--- src/hw/rtl/byte_cpu_instruction_step_core_defines.svh ---
// Assertion shorthands, clocked on clk and disabled while rst_n is low.
`ifndef BYTE_CPU_INSTRUCTION_STEP_CORE_DEFINES_SVH
`define BYTE_CPU_INSTRUCTION_STEP_CORE_DEFINES_SVH

// same-cycle implication
`define BCPU_ASSERT_NOW(name, ante, cons, msg) \
    name: assert property (@(posedge clk) disable iff (!rst_n) (ante) |-> (cons)) \
        else $error(msg);

// next-cycle implication
`define BCPU_ASSERT_NEXT(name, ante, cons, msg) \
    name: assert property (@(posedge clk) disable iff (!rst_n) (ante) |=> (cons)) \
        else $error(msg);

`endif

--- src/hw/rtl/bcpu_pkg.sv ---
`timescale 1ns / 1ps

package bcpu_pkg;

    localparam int BYTE_W    = 8;
    localparam int ADDR_SPAN = 1 << BYTE_W;
    localparam int MEM_DEPTH = 256;
    localparam int MEM_AW    = (MEM_DEPTH > 1) ? $clog2(MEM_DEPTH) : 1;
    localparam int REG_COUNT = 16;
    localparam int RF_AW     = $clog2(REG_COUNT);
    localparam int IN_DATA_W = 24;
    localparam int OUT_DATA_W = 64;

    typedef logic [MEM_AW-1:0] maddr_t;
    typedef logic [RF_AW-1:0]  raddr_t;
    typedef maddr_t mod_tbl_t [ADDR_SPAN];

    typedef enum logic [1:0] {
        KIND_LOAD  = 2'd0,
        KIND_STEP  = 2'd1,
        KIND_RDREG = 2'd2,
        KIND_RDMEM = 2'd3
    } kind_t;

    typedef enum logic [3:0] {
        OP_LOAD  = 4'h1,
        OP_LDI   = 4'h2,
        OP_STORE = 4'h3,
        OP_MOVE  = 4'h4,
        OP_ADD   = 4'h5,
        OP_ADD2  = 4'h6,
        OP_OR    = 4'h7,
        OP_AND   = 4'h8,
        OP_XOR   = 4'h9,
        OP_ROR   = 4'hA,
        OP_JMP   = 4'hB,
        OP_HALT  = 4'hC
    } op_t;

    // first member sits in the top bits, so pc_now lands at bit 0 of tdata
    typedef struct packed {
        logic [7:0]  peek_data;
        logic [7:0]  mem_wr_value;
        logic [7:0]  mem_wr_addr;
        logic        mem_wrote;
        logic [7:0]  reg_wr_value;
        logic [3:0]  reg_wr_index;
        logic        reg_wrote;
        logic [15:0] instr_word;
        logic        bad_opcode;
        logic        is_halted;
        logic [7:0]  pc_now;
    } res_t;

    typedef struct packed {
        logic capture;
        logic dispatch;
        logic fetch_lo;
        logic decode;
        logic exec;
        logic peek;
        logic load_out;
    } cmd_t;

    typedef struct packed {
        kind_t kind;
        logic  halted;
    } stat_t;

    function automatic mod_tbl_t build_mod_tbl();
        mod_tbl_t tbl;
        for (int i = 0; i < ADDR_SPAN; i++)
        begin
            tbl[i] = MEM_AW'(i % MEM_DEPTH);
        end
        return tbl;
    endfunction

    localparam mod_tbl_t MOD_TBL = build_mod_tbl();

    function automatic maddr_t mem_index(input logic [BYTE_W-1:0] a);
        return MOD_TBL[a];
    endfunction

endpackage

--- src/hw/rtl/bcpu_ctrl.sv ---
`timescale 1ns / 1ps
`include "byte_cpu_instruction_step_core_defines.svh"

module bcpu_ctrl (
    input  logic           clk,
    input  logic           rst_n,
    input  logic           s_tvalid,
    output logic           s_tready,
    output logic           m_tvalid,
    input  logic           m_tready,
    input  bcpu_pkg::stat_t stat,
    output bcpu_pkg::cmd_t  cmd
);

    typedef enum logic [6:0] {
        ST_IDLE     = 7'b0000001,
        ST_DISPATCH = 7'b0000010,
        ST_FETCH_LO = 7'b0000100,
        ST_DECODE   = 7'b0001000,
        ST_EXEC     = 7'b0010000,
        ST_PEEK     = 7'b0100000,
        ST_DONE     = 7'b1000000
    } state_t;

    state_t state_reg, state_next;
    logic   out_vld_reg, out_vld_next;
    logic   out_free;

    assign out_free = !out_vld_reg || m_tready;
    assign s_tready = (state_reg == ST_IDLE);
    assign m_tvalid = out_vld_reg;

    always_comb
    begin
        cmd          = '0;
        cmd.capture  = (state_reg == ST_IDLE) && s_tvalid;
        cmd.dispatch = (state_reg == ST_DISPATCH);
        cmd.fetch_lo = (state_reg == ST_FETCH_LO);
        cmd.decode   = (state_reg == ST_DECODE);
        cmd.exec     = (state_reg == ST_EXEC);
        cmd.peek     = (state_reg == ST_PEEK);
        cmd.load_out = (state_reg == ST_DONE) && out_free;
    end

    always_comb
    begin
        state_next = state_reg;
        unique case (state_reg)
            ST_IDLE:
            begin
                if (s_tvalid)
                    state_next = ST_DISPATCH;
            end
            ST_DISPATCH:
            begin
                priority if (stat.kind == bcpu_pkg::KIND_STEP && !stat.halted)
                    state_next = ST_FETCH_LO;
                else if (stat.kind == bcpu_pkg::KIND_RDREG || stat.kind == bcpu_pkg::KIND_RDMEM)
                    state_next = ST_PEEK;
                else
                    state_next = ST_DONE;
            end
            ST_FETCH_LO: state_next = ST_DECODE;
            ST_DECODE:   state_next = ST_EXEC;
            ST_EXEC:     state_next = ST_DONE;
            ST_PEEK:     state_next = ST_DONE;
            ST_DONE:
            begin
                if (out_free)
                    state_next = ST_IDLE;
            end
            default:     state_next = ST_IDLE;
        endcase
    end

    always_comb
    begin
        out_vld_next = out_vld_reg;
        if (cmd.load_out)
            out_vld_next = 1'b1;
        else if (m_tready)
            out_vld_next = 1'b0;
    end

    always_ff @(posedge clk or negedge rst_n)
    begin
        if (!rst_n)
        begin
            state_reg   <= ST_IDLE;
            out_vld_reg <= 1'b0;
        end
        else
        begin
            state_reg   <= state_next;
            out_vld_reg <= out_vld_next;
        end
    end

    `BCPU_ASSERT_NEXT(a_capture_dispatch, cmd.capture, state_reg == ST_DISPATCH, "item accepted but no dispatch")
    `BCPU_ASSERT_NEXT(a_load_out_valid, cmd.load_out, m_tvalid, "result loaded but not offered")
    `BCPU_ASSERT_NEXT(a_step_fetch, cmd.dispatch && stat.kind == bcpu_pkg::KIND_STEP && !stat.halted, state_reg == ST_FETCH_LO, "live step skipped fetch")

endmodule

--- src/hw/rtl/bcpu_dpath.sv ---
`timescale 1ns / 1ps
`include "byte_cpu_instruction_step_core_defines.svh"

module bcpu_dpath (
    input  logic                               clk,
    input  logic                               rst_n,
    input  bcpu_pkg::cmd_t                     cmd,
    output bcpu_pkg::stat_t                    stat,
    input  logic [bcpu_pkg::IN_DATA_W-1:0]     s_tdata,
    input  logic [1:0]                         s_tuser,
    output logic [bcpu_pkg::OUT_DATA_W-1:0]    m_tdata
);

    // captured item
    bcpu_pkg::kind_t kind_reg;
    logic [7:0]      maddr_reg;
    logic [7:0]      lbyte_reg;
    logic [3:0]      rsel_reg;

    // architectural state
    logic [7:0]  pc_reg, pc_next;
    logic        halted_reg, halted_next;

    logic [7:0]  hi_reg;
    logic [15:0] word_reg;
    logic [15:0] word_now;

    // main memory, single port, registered read
    logic [7:0]                       mem_ram [bcpu_pkg::MEM_DEPTH];
    logic [bcpu_pkg::MEM_DEPTH-1:0]   mem_vld_reg;
    logic [7:0]                       mem_rd_reg;
    logic                             mem_rd_vld_reg;
    logic                             mem_we, mem_re;
    bcpu_pkg::maddr_t                 mem_addr;
    logic [7:0]                       mem_wdata;
    logic [7:0]                       mem_byte;

    // register file, two read ports, one write port
    logic [7:0]                       rf_ram [bcpu_pkg::REG_COUNT];
    logic [bcpu_pkg::REG_COUNT-1:0]   rf_vld_reg;
    logic [7:0]                       rf_a_reg, rf_b_reg;
    logic                             rf_a_vld_reg, rf_b_vld_reg;
    logic                             rf_re;
    bcpu_pkg::raddr_t                 rf_a_addr, rf_b_addr;
    logic [7:0]                       rfa, rfb;

    // execute
    logic [3:0]  dec_op;
    logic [3:0]  ex_op, ex_r, ex_s, ex_t;
    logic [7:0]  ex_st;
    logic        ex_wr, ex_mw, ex_bad, ex_halt, ex_jump;
    logic [3:0]  ex_widx;
    logic [7:0]  ex_wval;
    logic [15:0] rot_w;

    bcpu_pkg::res_t res_reg, res_next;
    bcpu_pkg::res_t out_reg;

    assign stat.kind   = kind_reg;
    assign stat.halted = halted_reg;
    assign m_tdata     = out_reg;

    assign mem_byte = mem_rd_vld_reg ? mem_rd_reg : 8'h00;
    assign rfa      = rf_a_vld_reg ? rf_a_reg : 8'h00;
    assign rfb      = rf_b_vld_reg ? rf_b_reg : 8'h00;
    assign word_now = {hi_reg, mem_byte};
    assign dec_op   = word_now[15:12];

    assign ex_op = word_reg[15:12];
    assign ex_r  = word_reg[11:8];
    assign ex_s  = word_reg[7:4];
    assign ex_t  = word_reg[3:0];
    assign ex_st = word_reg[7:0];
    assign rot_w = {rfa, rfa} >> ex_t[2:0];

    always_ff @(posedge clk)
    begin
        if (cmd.capture)
        begin
            kind_reg  <= bcpu_pkg::kind_t'(s_tuser);
            maddr_reg <= s_tdata[7:0];
            lbyte_reg <= s_tdata[15:8];
            rsel_reg  <= s_tdata[19:16];
        end
        if (cmd.fetch_lo)
            hi_reg <= mem_byte;
        if (cmd.decode)
            word_reg <= word_now;
    end

    // memory port
    always_comb
    begin
        mem_we    = 1'b0;
        mem_re    = 1'b0;
        mem_addr  = bcpu_pkg::mem_index(pc_reg);
        mem_wdata = lbyte_reg;
        if (cmd.dispatch)
        begin
            unique case (kind_reg)
                bcpu_pkg::KIND_LOAD:
                begin
                    mem_we   = 1'b1;
                    mem_addr = bcpu_pkg::mem_index(maddr_reg);
                end
                bcpu_pkg::KIND_RDMEM:
                begin
                    mem_re   = 1'b1;
                    mem_addr = bcpu_pkg::mem_index(maddr_reg);
                end
                bcpu_pkg::KIND_STEP:
                begin
                    mem_re   = 1'b1;
                    mem_addr = bcpu_pkg::mem_index(pc_reg);
                end
                bcpu_pkg::KIND_RDREG:
                begin
                    mem_re   = 1'b0;
                end
            endcase
        end
        else if (cmd.fetch_lo)
        begin
            mem_re   = 1'b1;
            mem_addr = bcpu_pkg::mem_index(pc_reg + 8'd1);
        end
        else if (cmd.decode)
        begin
            mem_re   = 1'b1;
            mem_addr = bcpu_pkg::mem_index(word_now[7:0]);
        end
        else if (cmd.exec && ex_op == bcpu_pkg::OP_STORE)
        begin
            mem_we    = 1'b1;
            mem_addr  = bcpu_pkg::mem_index(ex_st);
            mem_wdata = rfa;
        end
    end

    always_ff @(posedge clk)
    begin
        if (mem_we)
            mem_ram[mem_addr] <= mem_wdata;
        if (mem_re)
            mem_rd_reg <= mem_ram[mem_addr];
    end

    always_ff @(posedge clk or negedge rst_n)
    begin
        if (!rst_n)
        begin
            mem_vld_reg    <= '0;
            mem_rd_vld_reg <= 1'b0;
        end
        else
        begin
            if (mem_we)
                mem_vld_reg[mem_addr] <= 1'b1;
            if (mem_re)
                mem_rd_vld_reg <= mem_vld_reg[mem_addr];
        end
    end

    // register file read addresses
    always_comb
    begin
        rf_re     = 1'b0;
        rf_a_addr = rsel_reg;
        rf_b_addr = word_now[3:0];
        if (cmd.dispatch && kind_reg == bcpu_pkg::KIND_RDREG)
        begin
            rf_re     = 1'b1;
            rf_a_addr = rsel_reg;
        end
        else if (cmd.decode)
        begin
            rf_re = 1'b1;
            if (dec_op >= bcpu_pkg::OP_MOVE && dec_op <= bcpu_pkg::OP_XOR)
                rf_a_addr = word_now[7:4];
            else
                rf_a_addr = word_now[11:8];
            if (dec_op == bcpu_pkg::OP_JMP)
                rf_b_addr = '0;
            else
                rf_b_addr = word_now[3:0];
        end
    end

    always_ff @(posedge clk)
    begin
        if (cmd.exec && ex_wr)
            rf_ram[ex_widx] <= ex_wval;
        if (rf_re)
        begin
            rf_a_reg <= rf_ram[rf_a_addr];
            rf_b_reg <= rf_ram[rf_b_addr];
        end
    end

    always_ff @(posedge clk or negedge rst_n)
    begin
        if (!rst_n)
        begin
            rf_vld_reg   <= '0;
            rf_a_vld_reg <= 1'b0;
            rf_b_vld_reg <= 1'b0;
        end
        else
        begin
            if (cmd.exec && ex_wr)
                rf_vld_reg[ex_widx] <= 1'b1;
            if (rf_re)
            begin
                rf_a_vld_reg <= rf_vld_reg[rf_a_addr];
                rf_b_vld_reg <= rf_vld_reg[rf_b_addr];
            end
        end
    end

    // execute
    always_comb
    begin
        ex_wr   = 1'b0;
        ex_mw   = 1'b0;
        ex_bad  = 1'b0;
        ex_halt = 1'b0;
        ex_jump = 1'b0;
        ex_widx = ex_r;
        ex_wval = 8'h00;
        unique case (bcpu_pkg::op_t'(ex_op))
            bcpu_pkg::OP_LOAD:
            begin
                ex_wr   = 1'b1;
                ex_wval = mem_byte;
            end
            bcpu_pkg::OP_LDI:
            begin
                ex_wr   = 1'b1;
                ex_wval = ex_st;
            end
            bcpu_pkg::OP_STORE: ex_mw = 1'b1;
            bcpu_pkg::OP_MOVE:
            begin
                ex_wr   = 1'b1;
                ex_widx = ex_t;
                ex_wval = rfa;
            end
            bcpu_pkg::OP_ADD, bcpu_pkg::OP_ADD2:
            begin
                ex_wr   = 1'b1;
                ex_wval = rfa + rfb;
            end
            bcpu_pkg::OP_OR:
            begin
                ex_wr   = 1'b1;
                ex_wval = rfa | rfb;
            end
            bcpu_pkg::OP_AND:
            begin
                ex_wr   = 1'b1;
                ex_wval = rfa & rfb;
            end
            bcpu_pkg::OP_XOR:
            begin
                ex_wr   = 1'b1;
                ex_wval = rfa ^ rfb;
            end
            bcpu_pkg::OP_ROR:
            begin
                ex_wr   = 1'b1;
                ex_wval = rot_w[7:0];
            end
            bcpu_pkg::OP_JMP:  ex_jump = (rfa == rfb);
            bcpu_pkg::OP_HALT: ex_halt = 1'b1;
            default:
            begin
                ex_halt = 1'b1;
                ex_bad  = 1'b1;
            end
        endcase
    end

    always_comb
    begin
        pc_next     = pc_reg;
        halted_next = halted_reg;
        if (cmd.exec)
        begin
            pc_next     = ex_jump ? ex_st : pc_reg + 8'd2;
            halted_next = halted_reg || ex_halt;
        end
    end

    always_comb
    begin
        res_next           = res_reg;
        if (cmd.dispatch || cmd.peek || cmd.exec)
        begin
            res_next           = '0;
            res_next.pc_now    = pc_next;
            res_next.is_halted = halted_next;
        end
        if (cmd.peek)
            res_next.peek_data = (kind_reg == bcpu_pkg::KIND_RDREG) ? rfa : mem_byte;
        if (cmd.exec)
        begin
            res_next.instr_word   = word_reg;
            res_next.bad_opcode   = ex_bad;
            res_next.reg_wrote    = ex_wr;
            res_next.reg_wr_index = ex_wr ? ex_widx : 4'h0;
            res_next.reg_wr_value = ex_wr ? ex_wval : 8'h00;
            res_next.mem_wrote    = ex_mw;
            res_next.mem_wr_addr  = ex_mw ? ex_st : 8'h00;
            res_next.mem_wr_value = ex_mw ? rfa : 8'h00;
        end
    end

    always_ff @(posedge clk)
    begin
        res_reg <= res_next;
        if (cmd.load_out)
            out_reg <= res_reg;
    end

    always_ff @(posedge clk or negedge rst_n)
    begin
        if (!rst_n)
        begin
            pc_reg     <= 8'h00;
            halted_reg <= 1'b0;
        end
        else
        begin
            pc_reg     <= pc_next;
            halted_reg <= halted_next;
        end
    end

    `BCPU_ASSERT_NEXT(a_halt_sticky, halted_reg, halted_reg, "halted flag cleared without reset")
    `BCPU_ASSERT_NEXT(a_pc_only_exec, !cmd.exec, $stable(pc_reg), "pc moved outside execute")

endmodule

--- src/hw/rtl/byte_cpu_instruction_step_core.sv ---
`timescale 1ns / 1ps
// channel   direction  handshake           payload
// s_*       in         s_tvalid/s_tready   s_tdata (mem_addr, load_byte, reg_select), s_tuser (kind)
// m_*       out        m_tvalid/m_tready   m_tdata (one result item per input item)
// Path: load, and a step while halted, pass dispatch to done; a register or memory read adds peek;
// a step adds fetch_lo, decode, exec (single-port memory: two fetch reads, operand read or store).
// Reset: asynchronous; memory and register file read as zero through valid bits cleared
// at once, no clearing pass.
// Stalls: a finished item waits in the output register; the next item is taken meanwhile,
// and its result waits in the done state until the output register is free.

module byte_cpu_instruction_step_core (
    input  logic        clk,
    input  logic        rst_n,
    input  logic        s_tvalid,
    output logic        s_tready,
    input  logic [23:0] s_tdata,   // [7:0] mem_addr, [15:8] load_byte, [19:16] reg_select
    input  logic [1:0]  s_tuser,   // [1:0] kind
    output logic        m_tvalid,
    input  logic        m_tready,
    output logic [63:0] m_tdata    // [7:0] pc_now, [8] is_halted, [9] bad_opcode,
                                   // [25:10] instr_word, [26] reg_wrote, [30:27] reg_wr_index,
                                   // [38:31] reg_wr_value, [39] mem_wrote, [47:40] mem_wr_addr,
                                   // [55:48] mem_wr_value, [63:56] peek_data
);

    bcpu_pkg::cmd_t  cmd;
    bcpu_pkg::stat_t stat;

    bcpu_ctrl u_ctrl (
        .clk      (clk),
        .rst_n    (rst_n),
        .s_tvalid (s_tvalid),
        .s_tready (s_tready),
        .m_tvalid (m_tvalid),
        .m_tready (m_tready),
        .stat     (stat),
        .cmd      (cmd)
    );

    bcpu_dpath u_dpath (
        .clk     (clk),
        .rst_n   (rst_n),
        .cmd     (cmd),
        .stat    (stat),
        .s_tdata (s_tdata),
        .s_tuser (s_tuser),
        .m_tdata (m_tdata)
    );

endmodule
--- config.mk ---
export PLATFORM = sky130hd
export DESIGN_NAME = byte_cpu_instruction_step_core
export DESIGN_NICKNAME = d
export VERILOG_FILES = /design/src/hw/rtl/bcpu_pkg.sv /design/src/hw/rtl/bcpu_ctrl.sv /design/src/hw/rtl/bcpu_dpath.sv /design/src/hw/rtl/byte_cpu_instruction_step_core.sv
export VERILOG_INCLUDE_DIRS = /design/src /design/src/hw/rtl
export SDC_FILE = /design/constraint.sdc
export NUM_CORES = 2
export LEC_CHECK = 0
export ABC_CLOCK_PERIOD_IN_PS = 7400
export BUFFER_PORTS_ARGS = -buffer_cell sky130_fd_sc_hd__buf_2
export CORE_UTILIZATION = 36
export DETAILED_ROUTE_END_ITERATION = 8
export GPL_ROUTABILITY_DRIVEN = 0
export PLACE_DENSITY_LB_ADDON = 0.08
export SLEW_MARGIN = 40
export SYNTH_ARGS = -nofsm -noshare
export SYNTH_HDL_FRONTEND = slang
export SYNTH_SLANG_ARGS = --single-unit
--- constraint.sdc ---
create_clock -name clk -period 7.4 [get_ports clk]
set_input_delay 0.74 -clock clk [delete_from_list [all_inputs] [get_ports clk]]
set_output_delay 0.74 -clock clk [all_outputs]
set_load 0.05 [all_outputs]
# Word-level counts from Yosys, hierarchy flattened
# Memory sizes are Yosys's and may differ from the RTL's. A register that Yosys moved wholly into a read port is not among the register bits.
# Index checks and enable logic that the tools add are counted.
op_classes:
  shifts: 1
  eq_ne: 26
  bitwise_logic: 10
  reduce_logical: 28
  n_lt_le_gt_ge: 13
  muxes: 77
  n_addsub: 3
op_table:
  columns: ["op", "count"]
  rows:
  - ["256-bit OR", 1]
  - ["8-bit 2-to-1 mux", 29]
  - ["64-bit 2-to-1 mux", 1]
  - ["8-bit one-hot mux with 8 select lines", 1]
  - ["47-bit 2-to-1 mux", 1]
  - ["9-bit >= comparator (second input constant)", 5]
  - ["8-bit inverter with 9-bit output", 5]
  - ["7-bit one-hot mux with 6 select lines", 1]
  - ["4-bit 2-to-1 mux", 8]
  - ["7-bit 2-to-1 mux", 4]
  - ["1-bit 2-to-1 mux", 27]
  - ["4-bit equality test (second input constant)", 6]
  - ["4-bit by 3-bit equality test with 1-bit output (second input constant)", 4]
  - ["16-bit OR", 1]
  - ["16-bit by 3-bit right shift with 8-bit output", 1]
  - ["4-bit by 5-bit less-than comparator with 1-bit output (second input constant)", 3]
  - ["12-bit OR reduction", 1]
  - ["11-bit OR reduction", 1]
  - ["1-bit logical AND", 9]
  - ["8-bit by 9-bit less-than comparator with 1-bit output (second input constant)", 1]
  - ["9-bit OR reduction", 1]
  - ["8-bit by 1-bit adder with 8-bit output (second input constant)", 1]
  - ["8-bit by 2-bit adder with 8-bit output (second input constant)", 1]
  - ["8-bit adder", 1]
  - ["other kinds (31)", 44]
totals:
  regBits: 466
  rom_bits: 10240
  n_memories: 7
  mem_bits_rw: 2176
mem_list:
  columns: ["memory", "words", "width", "rd", "rd_ports_with_merged_regs", "write_ports", "line", "text"]
  rows:
  - ["(no name shown)", 256, 8, 1, 0, 0, "bcpu_pkg.sv:82", "return MOD_TBL[a];"]
  - ["(no name shown)", 256, 8, 1, 0, 0, "bcpu_pkg.sv:82", null]
  - ["(no name shown)", 256, 8, 1, 0, 0, "bcpu_pkg.sv:82", null]
  - ["(no name shown)", 256, 8, 1, 0, 0, "bcpu_pkg.sv:82", null]
  - ["(no name shown)", 256, 8, 1, 0, 0, "bcpu_pkg.sv:82", null]
  - ["u_dpath.mem_ram", 256, 8, 1, 1, 1, "bcpu_dpath.sv:29", "logic [7:0] mem_ram [bcpu_pkg::MEM_DEPTH];"]
  - ["1 more memories", null, null, null, null, null, null, null]

# Longest topological paths before layout
depth:
  word_depth: 13
  ltp_mapped: 18

# Hierarchy
# A second synthesis with hierarchy kept.
hier_totals:
  cells_unflattened: 7833
  hier_area_um2: 108763.1
by_module_without_submodules:
  columns: ["mod", "n_inst", "cells_each", "seq_area_each_um2", "area_each_um2"]
  rows:
  - ["bcpu_dpath", 1, 7785, 78395.2, 108262.6]
  - ["bcpu_ctrl", 1, 48, 201.4, 500.5]

# Worst setup path after synthesis
# No wires, ideal clock.
synth_path:
  kind: "flip-flop to flip-flop"
  from: "register u_ctrl.state_reg[2]"
  to: "memory u_dpath.mem_ram[0][6], data pin"
  setup_time_ps: 794
  slack_ps: 1936
  path_stages_with_launch: 8
  arrival_time_ps: 4669
  required_time_ps: 6606
  synth_period_minus_slack_ps: 5464
  cell_sequence: "dfrtp_1 > buf_2 > nor3_1 > nand3_1 > clkbuf_1 > clkbuf_1 > nor2_1 > a21o_1"
synth_between:
  elab_chain_len: 6
synth_lines:
  columns: ["element", "line", "text"]
  rows:
  - ["start, declared", "bcpu_ctrl.sv:25", "state_t state_reg, state_next;"]
  - ["start signal, assigned", "bcpu_ctrl.sv:94", "state_reg <= state_next;"]
  - ["7-bit by 5-bit equality test with 1-bit output", "bcpu_ctrl.sv:40", "cmd.exec = (state_reg == ST_EXEC);"]
  - ["1-bit logical AND", "bcpu_dpath.sv:132", "else if (cmd.exec && ex_op == bcpu_pkg::OP_STORE)"]
  - ["8-bit 2-to-1 mux", "bcpu_dpath.sv:132", null]
  - ["8-bit 2-to-1 mux", "bcpu_dpath.sv:127", "else if (cmd.decode)"]
  - ["8-bit 2-to-1 mux", "bcpu_dpath.sv:122", "else if (cmd.fetch_lo)"]
  - ["8-bit 2-to-1 mux *", "bcpu_dpath.sv:98", "if (cmd.dispatch)"]
  - ["named net u_dpath.mem_wdata[6]", "bcpu_dpath.sv:35", "logic [7:0] mem_wdata;"]
  - ["end, declared", "bcpu_dpath.sv:29", null]
# Mark *: on every way through the listed nets, which the timed path passes. The rest lies on a longest branch.

# Worst setup path in the final report
layout_path:
  from: "register u_dpath.word_reg[15]"
  to: "register u_dpath.mem_rd_reg[6] (read register of u_dpath.mem_ram), data pin"
layout_between:
  elab_chain_len: 6
layout_lines:
  columns: ["element", "line", "text"]
  rows:
  - ["start, declared", "bcpu_dpath.sv:25", "logic [15:0] word_reg;"]
  - ["start signal, assigned", "bcpu_dpath.sv:88", "word_reg <= word_now;"]
  - ["4-bit by 2-bit equality test with 1-bit output", "bcpu_dpath.sv:132", null]
  - ["1-bit logical AND", "bcpu_dpath.sv:132", null]
  - ["8-bit 2-to-1 mux", "bcpu_dpath.sv:132", null]
  - ["8-bit 2-to-1 mux", "bcpu_dpath.sv:127", null]
  - ["8-bit 2-to-1 mux", "bcpu_dpath.sv:122", null]
  - ["8-bit 2-to-1 mux", "bcpu_dpath.sv:98", null]
  - ["end, declared", "bcpu_dpath.sv:31", "logic [7:0] mem_rd_reg;"]
# Every way passes these cells.
# A chain may end at the register's enable or synchronous reset.

==> flow_summary.json <==
{
  "status": "finished clean",
  "initial_utilization": 0.362,
  "min_period_ns": 6.14,
  "synth-async-reset-ratio": 0.110,
  "avgViaCountPerCell": 5.54,
  "grt_util_all_layers": 0.242,
  "core_area_sq_um": 300000,
  "yosys.area.top_type": "edfxtp_1",
  "cp_max_fo": 38,
  "setup_tns_ns": 0,
  "synth_common_cells": "2374 x edfxtp_1, 2153 x nand2_1, 716 x nand3_1, 362 x nor2_1, 291 x dfrtp_1",
  "cts_tree": "done",
  "worst_slew_pin_slew_ns": 0.932,
  "drc": 0,
  "ys_seq_area_frac": 0.723,
  "largest_reg_flops": 2048,
  "clock_sinks": 2666,
  "placed_area_sq_um": 116000,
  "path_common_cell": "buf_12",
  "critPathKind": "register to register",
  "initialDrtViolationCount": 6778,
  "first_pass_iters": 6,
  "hold_violations": 0,
  "post_drt_wl_per_cell_um": 29.2,
  "yosys_register_bits": 2666,
  "grt_antenna_before_repair": 15,
  "multi_input_area_sq_um": 28200,
  "cts_buffer_depth": 4,
  "hp-class": "primary input to register",
  "fin_util": 0.422,
  "finalInstanceArea_sq_um": 127000,
  "maxCapViolCount": 0,
  "endpoint_kind": "register",
  "clk-insertion-delay-late_ns": 0.92,
  "period_share": 0.830,
  "final.fill_count": 27700,
  "worstPathArrival_ns": 6.76,
  "synthesis.nets": 8411,
  "hpwlAfterDp_um": 228000,
  "cp_cell_sequence": "or4bb_1 > o31a_1 > o32ai_4 > nand2_8 > buf_12 > buf_12 > buf_4 > nand2_1 > a31oi_1 > a32oi_1 > a31oi_2 > o41ai_2 > nand4_1",
  "grt_start_max_net_pins": 149,
  "ir_drop_mv": 0.181,
  "cp_slowest_cell": "o41ai_2",
  "grt_pass1_wl_um": 528000,
  "cts_setup_buffers": 0,
  "wl_um": 374000,
  "synth_cell_types": 78,
  "power.static_leakage_nw": 45.2,
  "yosysMostFrequentCell": "edfxtp_1",
  "ant_nets": 0,
  "rsz0062_at_grt": "false",
  "grt_pass1_vias": 68600,
  "grt_overflow": 0,
  "dieWidth_um": 551,
  "vias": 71000,
  "power_density_nw_per_um2": 310,
  "fmax_ghz": 0.163,
  "cts_buffers": 305,
  "ys_warn_count": 0,
  "fp-row-count": 201,
  "final_max_slew_viol_count": 0,
  "syn2layout_area_growth_pct": 16.5,
  "avgSynthCellArea_sq_um": 13.0,
  "die_h_um": 551,
  "pin_count": 96,
  "final-seq-area_sq_um": 78600,
  "cp_data_required_time_ns": 8.02,
  "slew_headroom": 0.376,
  "portBuffers": 91,
  "setup_viol": 0,
  "synth_edf_count": 2374,
  "synth_area_leaders": "edfxtp_1 66%, nand2_1 7.4%, dfrtp_1 6.7%",
  "fin_skew_ns": 0.0585,
  "syn_inst": 8361,
  "synth_flop_cell": "edfxtp_1",
  "synth_top_area_share": 0.656,
  "num-nets-final": 8653,
  "dieArea_sq_um": 304000,
  "cts-htree-levels": 5,
  "drive_gt1_frac": 0.177,
  "clockRootBuffer": "clkbuf_16",
  "cpPeakStageDelay_ns": 0.93,
  "netlist_area_sq_um": 109000,
  "cts.clk_slew.worst_paths_ns": 0.07,
  "critPathLaunchType": "register"
}
==> kinds of logic (layout without fill, tap and decap cells) <==
group                      Yosys count  count (layout)  share of synthesized area
and+or+nand+nor                   3945            3945                      0.161
xor gates and xnor gates            11              11                   0.000887
AOI/OAI and AO/OA                  963             963                     0.0641
buffers and inverters              618            1114                     0.0259
other                                0               6                          0
muxes                              137             137                     0.0226
adders and majority gates           21              21                    0.00240
DFF                               2666            2666                      0.723
==> final timing paths <==
path	endpoint	slack, ns	from	cells past startpoint
max reg2reg	u_dpath.mem_rd_reg[6]	1.26	u_dpath.word_reg[15]	13
min reg2reg	u_dpath.m_tdata[5]	0.42	u_dpath.res_reg[5]	0
max	u_dpath.mem_rd_reg[6]	1.26	u_dpath.word_reg[15]	13
min	u_ctrl.state_reg[1]	0.15	s_tvalid	2
max in group asynchronous	u_dpath.mem_vld_reg[129]	5.74	rst_n	4
min in group asynchronous	u_dpath.mem_vld_reg[46]	0.40	rst_n	2
==> stage by stage <==
stage / power, mW / cells / hold slack, ns / setup WS (ns)
final: 39.2 / 12800 / 0.149 / 1.26
after global routing: 40.5 / 12800 / 0.104 / 1.26
after CTS: 39.5 / 12800 / 0.0745 / 1.38
after detailed placement: 24.5 / 12200 / 0.405 / 1.39
after global placement: 24.4 / 12200 / 0.407 / 0.750
after floorplan: 21.5 / 8361 / 0.400 / 1.94
==> where the power goes <==
part	total, mW	internal [mW]	switching (mW)
clock network	15.0	8.75	6.25
registers	17.3	17.2	0.0946
logic	6.86	1.85	5.01
total	39.2	27.8	11.4
==> what timing repair did <==
action	in CTS	in global routing
hold endpoints to repair	69	0
hold buffers	23	0
gates resized for setup	0	0
==> cell type report <==
type                       count  share of cell area
tap                         3958              0.0391
multi-input combinational   5077               0.223
clock inverter               120             0.00939
timing repair buffer         511              0.0378
antenna                        6            0.000119
clock buffer                 441              0.0683
sequential                  2666               0.621
inverter                      42             0.00125
==> layout by cell type, fill, tap and decap left out, types with 15 or more instances in the layout <==
| cell | synthesis | final |
|---|---|---|
| clkinv_1 | 0 | 40 |
| nand2_1 | 2153 | 2131 |
| buf_2 | 252 | 90 |
| a21oi_1 | 140 | 135 |
| a22oi_1 | 32 | 32 |
| dlygate4sd3_1 | 0 | 23 |
| edfxtp_1 | 2374 | 2374 |
| mux4_2 | 85 | 85 |
| nor2_1 | 362 | 182 |
| clkinv_2 | 0 | 33 |
| nor3_1 | 59 | 50 |
| and3_1 | 228 | 227 |
| o21ai_0 | 50 | 44 |
| clkbuf_16 | 0 | 313 |
| a32oi_1 | 93 | 93 |
| a211oi_1 | 96 | 96 |
| buf_4 | 39 | 308 |
| nand2_2 | 1 | 17 |
| nand2b_1 | 16 | 15 |
| a311oi_1 | 203 | 203 |
| mux2i_1 | 39 | 39 |
| bufinv_16 | 0 | 17 |
| clkbuf_1 | 237 | 95 |
| nand4_1 | 23 | 23 |
| o22ai_1 | 28 | 27 |
| dfrtp_1 | 291 | 291 |
| buf_12 | 0 | 73 |
| nand3_1 | 716 | 714 |
| or2_2 | 274 | 274 |
| clkbuf_8 | 0 | 33 |
| ha_1 | 20 | 20 |
| nor2_2 | 0 | 173 |
| inv_1 | 40 | 40 |
| a31oi_1 | 210 | 202 |
| and2_1 | 47 | 41 |
==> per-layer routing <==
metal / up-vias / GRT usage / share of wire
li1: 31400 / - / -
met1: 36800 / 0.341 / 0.44
met2: 2334 / 0.389 / 0.47
met3: 546 / 0.0317 / 0.056
met4: 16 / 0.0755 / 0.034
met5: - / 0 / 0.00028
==> worst max-delay path: cells and delay by family, from the launching register on <==
kind | cells | cell delay (ns)
compound gates | 6 | 2.86
simple gates | 4 | 1.48
buf+inv | 3 | 0.75
flops | 1 | 0.58
(Power assumes the default switching activity.)
